==> config.mk <==
export PLATFORM = sky130hd
export DESIGN_NAME = lzd_out_buf
export DESIGN_NICKNAME = d
export VERILOG_FILES = /design/src/rtl/lz_token_decoder_defines.svh /design/src/rtl/lzd_pkg.sv /design/src/rtl/lzd_out_buf.sv
export SDC_FILE = /design/constraint.sdc
export NUM_CORES = 1
export LEC_CHECK = 0
export ABC_AREA = 1
export BUFFER_PORTS_ARGS = -buffer_cell sky130_fd_sc_hd__buf_4
export CORE_ASPECT_RATIO = 0.75
export CORE_MARGIN = 2
export CORE_UTILIZATION = 30
export CTS_BUF_LIST = sky130_fd_sc_hd__clkbuf_2 sky130_fd_sc_hd__clkbuf_4 sky130_fd_sc_hd__clkbuf_8
export CTS_CLUSTER_SIZE = 14
export DETAILED_ROUTE_END_ITERATION = 8
export RECOVER_POWER = 100
export SLEW_MARGIN = 5
export SYNTH_ARGS = -nofsm -noshare
export SYNTH_HDL_FRONTEND = slang
export SYNTH_SLANG_ARGS = --single-unit
==> constraint.sdc <==
create_clock -name clock -period 3 [get_ports clock]
set_clock_uncertainty 0.2 [all_clocks]
set_input_delay 0.3 -clock clock [delete_from_list [all_inputs] [get_ports clock]]
set_output_delay 0.3 -clock clock [all_outputs]
set_load 0.02 [all_outputs]
==> src/rtl/lz_token_decoder_defines.svh <==
// Assertion helpers for the lz token decoder RTL.
`ifndef LZ_TOKEN_DECODER_DEFINES_SVH
`define LZ_TOKEN_DECODER_DEFINES_SVH

// Same-cycle implication, checked outside reset.
`define LZD_ASSERT_IMP(label, ante, cons, msg) \
   label: assert property (@(posedge clock) disable iff (reset) (ante) |-> (cons)) \
      else $error(msg);

// Next-cycle implication, checked outside reset.
`define LZD_ASSERT_NXT(label, ante, cons, msg) \
   label: assert property (@(posedge clock) disable iff (reset) (ante) |=> (cons)) \
      else $error(msg);

`endif

==> src/rtl/lzd_pkg.sv <==
package lzd_pkg;

   localparam int unsigned BYTE_W       = 8;
   localparam int unsigned LEN_W        = 6;
   localparam int unsigned DIST_W       = 10;
   localparam int unsigned DIST_HI_LSB  = 6;
   localparam logic [7:0]  CTRL_LITERAL = 8'h00;
   localparam logic [5:0]  LEN_MASK     = 6'h3F;

   typedef struct packed {
      logic [BYTE_W-1:0] out_byte;
      logic              run_last;
      logic              stream_last;
   } out_word_type;

endpackage

==> src/rtl/lzd_out_buf.sv <==
module lzd_out_buf (
   input  logic                  clock,
   input  logic                  reset,
   input  logic                  push,
   input  lzd_pkg::out_word_type push_word,
   input  logic                  pop,
   output logic                  head_valid,
   output lzd_pkg::out_word_type head_word,
   output logic [1:0]            level
);

   lzd_pkg::out_word_type slot [2];
   logic       wr_ptr_ff, rd_ptr_ff;
   logic [1:0] count_ff, count_in;

   always_ff @(posedge clock) begin
      if (push) begin
         slot[wr_ptr_ff] <= push_word;
      end
   end

   always_comb begin
      count_in = count_ff + 2'(push) - 2'(pop);
   end

   always_ff @(posedge clock) begin
      if (reset) begin
         wr_ptr_ff <= 1'b0;
         rd_ptr_ff <= 1'b0;
         count_ff  <= '0;
      end else begin
         if (push) begin
            wr_ptr_ff <= !wr_ptr_ff;
         end
         if (pop) begin
            rd_ptr_ff <= !rd_ptr_ff;
         end
         count_ff <= count_in;
      end
   end

   assign head_valid = (count_ff != 2'd0);
   assign head_word  = slot[rd_ptr_ff];
   assign level      = count_ff;

endmodule

==> impl_metrics.tcl, run 1 <==
set metrics [dict create \
    ant_nets 0 \
    power.density_nw_per_um2 603 \
    dieHeight_um 53.6 \
    clock_latency_ns 0.26 \
    cp.arrival_ns 1.43 \
    period_minus_slack_ns 1.93 \
    min_to "level[0]" \
    final_layout_size_suffix_gt1_share_pct 22.2 \
    synth_compound_area_share_pct 0.510 \
    critPathMaxFanout 10 \
    cap_violations 0 \
    postCtsHoldBufs 0 \
    die_area_um2 3750 \
    synth_area_leaders "edfxtp_1 61%, mux2_4 15%, dfxtp_1 10%" \
    end_kind "primary output" \
    cts_resized 0 \
    leakage_nw 0.469 \
    placed_cells_incl_taps 124 \
    synth_top_family_by_area "multiplexers" \
    grt_pass1_wl_um 2290 \
    tightestPinTransition_ns 0.854 \
    h-tree-depth 1 \
    cts_max_path_buffers 2 \
    cts_sinks 25 \
    r2r_end "slot[0][5]" \
    hold_path.class "primary input to register" \
    cts_tree "yes" \
    holdPathStages 2 \
    grt_setup_unrepaired "no" \
    routed_wl_um 1490 \
    synth_warnings 0 \
    r2r_slack_ns 1.45 \
    synth.avg_cell_area_um2 16.1 \
    numCtsBuffers 3 \
    finalHoldViolCount 0 \
    place.gp.congestion 0.620 \
    slew-limit-headroom_pct 42.8 \
    antenna_found_initial 0 \
    ys_types 12 \
    std_cell_rows 17 \
    period_share_pct 64.3 \
    vias 531 \
    io_buffers 26 \
    reg2reg_depth 1 \
    worstHoldStart "reset" \
    synth_top_area_cell "edfxtp_1" \
    fmaxAchievable_mhz 518 \
    start_util_pct 32.5 \
    status "finished, final reports clean" \
    grt_max_degree 15 \
    drt_iter0_markers 20 \
    synth_top_area_share_pct 61.1 \
    fin_cells 128 \
    ys_seq_area_share_pct 71.3 \
    synth-adder-area-share_pct 2.55 \
    ir_drop_mv 0.301 \
    setup_viol 0 \
    fp.dieW_um 70.1 \
    grt_pass1_vias 500 \
    ios 27 \
    synthSimpleGateAreaFrac_pct 5.22 \
    setup-tns-final_ns 0 \
    clk_pin_slew_worst_paths_ns 0.08 \
    wl_per_cell_um 11.6 \
    report.final.slew_viol_count 0 \
    crit_type "register to primary output" \
    clockRootBuffer "clkbuf_8" \
    globalRoute.totalOverflow 0 \
    final_common_cell "edfxtp_1" \
    cp-start-kind "register" \
    coreArea_um2 3020 \
    synth_cells 61 \
    grt_use_total_pct 8.19 \
    yosys.area_share.xor_xnor_pct 0.892 \
    diodes 0 \
    mostFrequentLayoutCells "20 x edfxtp_1, 13 x buf_4, 10 x mux2_1" \
    reg2reg_from "wr_ptr_ff" \
    ys_ff_latch 25 \
    vias_per_cell 4.15 \
    area.growth.synth_to_final_pct 20.6 \
    hpwl_um 1100 \
    syn_area_um2 982 \
    synth_fp_nets 77 \
    dr.pass1.iters 3 \
    drc 0 \
    crit_required_ns 2.50 \
    nets 107 \
    post_cts.repair.setup_buffers 0 \
    synth_mux_area_share_pct 15.3 \
]
[power breakdown]
group	internal [mW]	total, mW	switching [mW]
sequential	0.398	0.410	0.0115
clock	0.0927	0.193	0.100
combinational	0.0471	0.113	0.0654
total	0.538	0.715	0.177
[worst max-delay path: stages, from the launching register on]
cell and delay [ns]:
dfxtp_1 0.60, mux2_1 0.39, buf_4 0.17
[Yosys cell counts]
cell type,n
nand3_1,1
inv_1,8
nand2_1,5
xnor2_1,1
a21oi_1,1
nor3_1,1
dfxtp_1,5
edfxtp_1,20
nor2_1,6
mux2_4,10
buf_6,1
ha_1,2
[through the flow]
stage | hold WS (ns) | util (%) | setup slack [ns] | total power, mW | cell area [µm²]
6_report | 0.0276 | 39.2 | 1.07 | 0.715 | 1180
5_1_grt | 0.0265 | 39.2 | 0.997 | 0.749 | 1180
4_1_cts | 0.0121 | 41.7 | 0.968 | 0.749 | 1260
3_5_place_dp | 0.291 | 40.2 | 1.26 | 0.558 | 1210
3_3_place_gp | 0.287 | 40.2 | 1.28 | 0.555 | 1210
2_1_floorplan | 0.171 | - | 1.45 | 0.502 | 982
[area by class of cell]
class | instances | area, µm²
fill | 313 | 1840
sequential | 25 | 701
multi-input combinational | 27 | 203
timing repair buffer | 26 | 158
tap | 38 | 47.5
clock buffer | 3 | 41.3
inverter | 8 | 30.0
clock inverter | 1 | 5.00
[worst max path at each step]
stage	startpoint	endpoint	slack (ns)
3_5_place_dp	register	head_word[7]	1.26
4_1_cts	register	head_word[7]	0.97
6_report	register	head_word[7]	1.07
5_1_grt	register	head_word[7]	1.0
2_1_floorplan	level[0]	level[1]	1.45
3_3_place_gp	register	head_word[7]	1.28
[kinds of logic (layout without fill, tap and decap cells)]
family,count (synthesis),in the layout
muxes,10,10
AOI/OAI and AO/OA,1,1
xor gates and xnor gates,1,1
and+or+nand+nor,13,13
buffers and inverters,9,38
DFF,25,25
adders and majority gates,2,2
[metal layers]
metal	global-route usage (%)	part of all wire (%)
met4	1.92	0.54
met5	0	0
met2	14.1	46
met3	4.12	9.2
met1	9.36	44
[flip-flops by register name, indices dropped and copies added, names as in the netlist, named ones only]
| signal | cells |
|---|---|
| level | 2 |
| rd_ptr_ff | 1 |
| slot | 20 |
| wr_ptr_ff | 1 |
(Power assumes the default switching activity.)
==> run 2, diff against run 1 <==
- clock period: 3 -> 1.6 ns (I/O delays scaled with it)
==> run 2 against run 1 <==
  * Sequential power up 87%
  * Clock power grew 86%
  * Wire length up 10%
  * First-iteration DRC count is 20% lower
  * Critical endpoint is now head_word[6]
==> impl_metrics.tcl, run 2 (synthesis gave the netlist of run 1 again) <==
set metrics [dict create \
    status "finished, final reports clean" \
    dr.pass1.iters 2 \
    report.final.slew_viol_count 0 \
    grt_pass1_wl_um 2620 \
    sequentialPowerShare_pct 52.1 \
    leakage_nw 0.635 \
    grt_setup_unrepaired "yes" \
    regMostFlops "slot" \
    hpwl_um 1080 \
    cp-start-kind "register" \
    place.gp.congestion 0.596 \
    grt_max_degree 15 \
    area.growth.synth_to_final_pct 52.2 \
    fmaxAchievable_mhz 632 \
    largest_reg_flops 20 \
    worst_path_max_delay_cell "dfxtp_4" \
    cp_num_cells 3 \
    coreArea_um2 3020 \
    reg2reg_depth 8 \
    final_layout_size_suffix_gt1_share_pct 42.1 \
    critPathMaxFanout 5 \
    period_minus_slack_ns 1.58 \
    clkPwrFrac_pct 24.4 \
    p_int_mw 1.12 \
    cts_tree "yes" \
    crit_required_ns 1.24 \
    vias_per_cell 4.23 \
    drt_iter0_markers 16 \
    cp_top_family "flip-flops" \
    fin_cells 145 \
    diodes 0 \
    clk_pin_slew_worst_paths_ns 0.08 \
    nFillCells 271 \
    post_cts.repair.setup_buffers 0 \
    cap_violations 0 \
    wl_per_cell_um 11.3 \
    period_share_pct 98.9 \
    vias 614 \
    grt_use_total_pct 9.19 \
    holdPathStages 4 \
    globalRoute.totalOverflow 0 \
    clockRootBuffer "clkbuf_8" \
    ir_drop_mv 0.673 \
    placed_cells_incl_taps 126 \
    place_area_um2 1240 \
    tightestPinTransition_ns 0.435 \
    std_cell_rows 17 \
    setup_viol 0 \
    critPathMaxStageDelay_ns 0.38 \
    h-tree-depth 1 \
    nets 124 \
    path_buf_inv 2 \
    cp.arrival_ns 1.22 \
    power.net_switching_uw 355 \
    dieHeight_um 53.6 \
    cts_max_path_buffers 2 \
    power.density_nw_per_um2 984 \
    fp.dieW_um 70.1 \
    grt_pass1_vias 621 \
    numCtsBuffers 3 \
    ios 27 \
    start_util_pct 32.5 \
    slew-limit-headroom_pct 71.0 \
    fin_area_um2 1500 \
    sw_frac_of_total_pct 24.1 \
    finish.utilization_pct 49.5 \
    cts_sinks 25 \
    finalHoldViolCount 0 \
    path_cells "clkbuf_16 -> mux2_4 -> buf_6" \
    end_kind "primary output" \
    mostFrequentLayoutCells "20 x edfxtp_1, 14 x dlygate4sd3_1, 10 x mux2_4, 10 x buf_6, 9 x clkbuf_4" \
    die_area_um2 3750 \
    routed_wl_um 1640 \
    drc 0 \
    crit_type "register to primary output" \
    hold_path.class "primary input to register" \
    io_buffers 26 \
    clock_latency_ns 0.26 \
    power_mw 1.47 \
    combPwrFrac_pct 23.5 \
    final_common_cell "edfxtp_1" \
    ant_nets 0 \
    setup-tns-final_ns 0 \
    antenna_found_initial 0 \
]
run 2: worst paths after layout:
kind | start | to | slack, ns
worst min-delay path | pop | level[1] | 0.16
worst min register to register | wr_ptr_ff | wr_ptr_ff | 0.32
worst max-delay path | register | head_word[6] | 0.02
worst max register to register | level[0] | level[1] | 0.08
run 2: area by class of cell:
class	instances	area [µm²]	area share, %
clock buffer	3	41.3	2.76
timing repair buffer	43	422	28.2
inverter	8	30.0	2.01
sequential	25	706	47.2
tap	38	47.5	3.18
multi-input combinational	27	244	16.3
clock inverter	1	5.00	0.335
run 2: power by group through the flow:
stage / clock network [mW] / logic [mW] / registers, mW
6_report: 0.359 / 0.346 / 0.766
5_1_grt: 0.406 / 0.377 / 0.770
4_1_cts: 0.373 / 0.316 / 0.764
3_5_place_dp: 0 / 0.283 / 0.778
3_3_place_gp: 0 / 0.276 / 0.775
2_1_floorplan: 0 / 0.157 / 0.784
run 2: routing by layer:
metal  vias to the layer above  track usage [%]  part of all wire [%]
met1                       292             9.68                    42
li1                        302                -                     -
met3                         0             4.49                   6.8
met4                         0            0.962                     0
met5                         -                0                     0
met2                        20             17.6                    51
run 2: metrics by stage:
stage,hold WS [ns],setup WS [ns]
floorplan,0.0312,0.0540
global placement,0.148,0.205
detailed placement,0.149,0.105
CTS,0.132,0.0102
global route,0.181,-0.0189
finish,0.163,0.0172
run 2: worst reg2reg max path, stage by stage (launching register included):
cell and delay, ns:
dfxtp_2 0.33, inv_1 0.05, ha_1 0.26, inv_1 0.04, ha_1 0.18, inv_1 0.05, nand2_1 0.08, a21oi_2 0.15
nor2_1 0.07
run 2: timing repair:
item	CTS	global route
gates cloned	0	1
hold endpoints to repair	25	0
resized for setup	1	13
setup endpoints to repair	10	8
hold buffers	14	0
==> run 3, diff against run 2 <==
- BUFFER_PORTS_ARGS: -buffer_cell sky130_fd_sc_hd__buf_4 -> unset
- DONT_BUFFER_PORTS: unset -> 1
==> run 3 against run 2 <==
  * Non-clock buffer count shrank 27
  * Register-to-register slack gained 0.03 ns
  * Maximum frequency grew 2.3%
  * Core utilization shrank 9.2 points
  * Sequential power is essentially flat
  * Sequential cell count is the same
  * Die area is the same
==> impl_metrics.tcl, run 3 (synthesis gave the netlist of run 1 again) <==
set metrics [dict create \
    regMostFlops "slot" \
    diodes 0 \
    h-tree-depth 1 \
    clk_pin_slew_worst_paths_ns 0.08 \
    report.final.slew_viol_count 0 \
    grt_use_total_pct 8.60 \
    place.gp.congestion 0.581 \
    cap_violations 0 \
    final_layout_size_suffix_gt1_share_pct 22.5 \
    power.density_nw_per_um2 1100 \
    met1_usage_pct 8.97 \
    post_cts.repair.setup_buffers 0 \
    dr.pass1.iters 4 \
    grt.busiest_layer "met2" \
    std_cell_rows 17 \
    vias 515 \
    multi_input_area_um2 240 \
    clock_latency_ns 0.26 \
    largest_reg_flops 20 \
    cp-start-kind "register" \
    crit_type "register to primary output" \
    path_cells "buf_4 -> mux2_4" \
    area.growth.synth_to_final_pct 23.8 \
    grt_setup_unrepaired "no" \
    finish.utilization_pct 40.3 \
    clockRootBuffer "clkbuf_8" \
    die_area_um2 3750 \
    setup_viol 0 \
    globalRoute.totalOverflow 0 \
    cp.arrival_ns 1.19 \
    cts_sinks 25 \
    fin_area_um2 1220 \
    ff_latch_area_um2 702 \
    leakage_nw 0.485 \
    r2r_slack_ns 0.11 \
    routed_wl_um 1510 \
    grt_max_degree 15 \
    grt_util_met2_pct 15.6 \
    period_minus_slack_ns 1.55 \
    numCtsBuffers 3 \
    cts_tree "yes" \
    grt_pass1_wl_um 2370 \
    ir_drop_mv 0.795 \
    ant_nets 0 \
    io_buffers 0 \
    vias_per_cell 4.36 \
    cts_max_path_buffers 2 \
    mostFrequentLayoutCells "20 x edfxtp_1, 13 x dlygate4sd3_1, 10 x mux2_4" \
    grt_use_met3_pct 4.87 \
    drc 0 \
    ios 27 \
    fmaxAchievable_mhz 646 \
    worst_path_max_delay_cell "mux2_4" \
    place_area_um2 1050 \
    coreArea_um2 3020 \
    crit_required_ns 1.24 \
    finalHoldViolCount 0 \
    wl_per_cell_um 12.8 \
    tightestPinTransition_ns 0.444 \
    drt_iter0_markers 25 \
    nFillCells 294 \
    critPathMaxStageDelay_ns 0.36 \
    nets 97 \
    fp.dieW_um 70.1 \
    dieHeight_um 53.6 \
    hold_path.class "primary input to register" \
    hpwl_um 1070 \
    final_common_cell "edfxtp_1" \
    critPathMaxFanout 10 \
    setup_ws_ns 0.0526 \
    grt_pass1_vias 520 \
    place_ws_ns 0.111 \
    slew-limit-headroom_pct 70.4 \
    antenna_found_initial 0 \
    status "finished, final reports clean" \
    end_kind "primary output" \
    period_share_pct 96.7 \
    setup-tns-final_ns 0 \
    start_util_pct 32.5 \
]
## run 3: where the power goes
part	switching [mW]	internal, mW
clock network	0.182	0.173
logic	0.122	0.0955
registers	0.0209	0.747
total	0.325	1.02
## run 3: stage by stage
step	power, mW	hold slack (ns)	std cells
CTS	1.37	0.00254	118
finish	1.34	0.0113	118
global placement	0.975	0.0336	101
global route	1.41	0.0595	118
detailed placement	0.983	0.0347	101
floorplan	0.941	0.0312	61
## run 3: what timing repair did
action | in CTS | in global routing
gates resized for setup | 0 | 1
hold buffers | 13 | 0
setup endpoints to repair | 0 | 1
endpoints found under the hold margin | 25 | 0
## run 3: cell type report
type,count,area share (%)
clock buffer,3,3.40
clock inverter,1,0.412
inverter,8,2.47
multi-input combinational,27,19.8
sequential,25,57.7
tap,38,3.91
timing repair buffer,16,12.3
## run 3: final timing paths
kind              startpoint           end  cells after the start
setup / recovery    register  head_word[7]                      2
setup reg to reg    level[0]      level[1]                      8
hold / removal           pop      level[1]                      3
hold reg to reg    wr_ptr_ff     wr_ptr_ff                      2
## run 3: routing by layer
layer,up-vias,part of all wire [%]
met5,-,0
met4,0,0.53
met3,2,7.8
met2,18,49
met1,247,43
li1,248,-
## run 3: critical path, delay by kind of cell, from the launching register on
family / cells / cell delay [ns]
flip-flops: 1 / 0.33
multiplexers: 1 / 0.36
buffers and inverters: 1 / 0.23
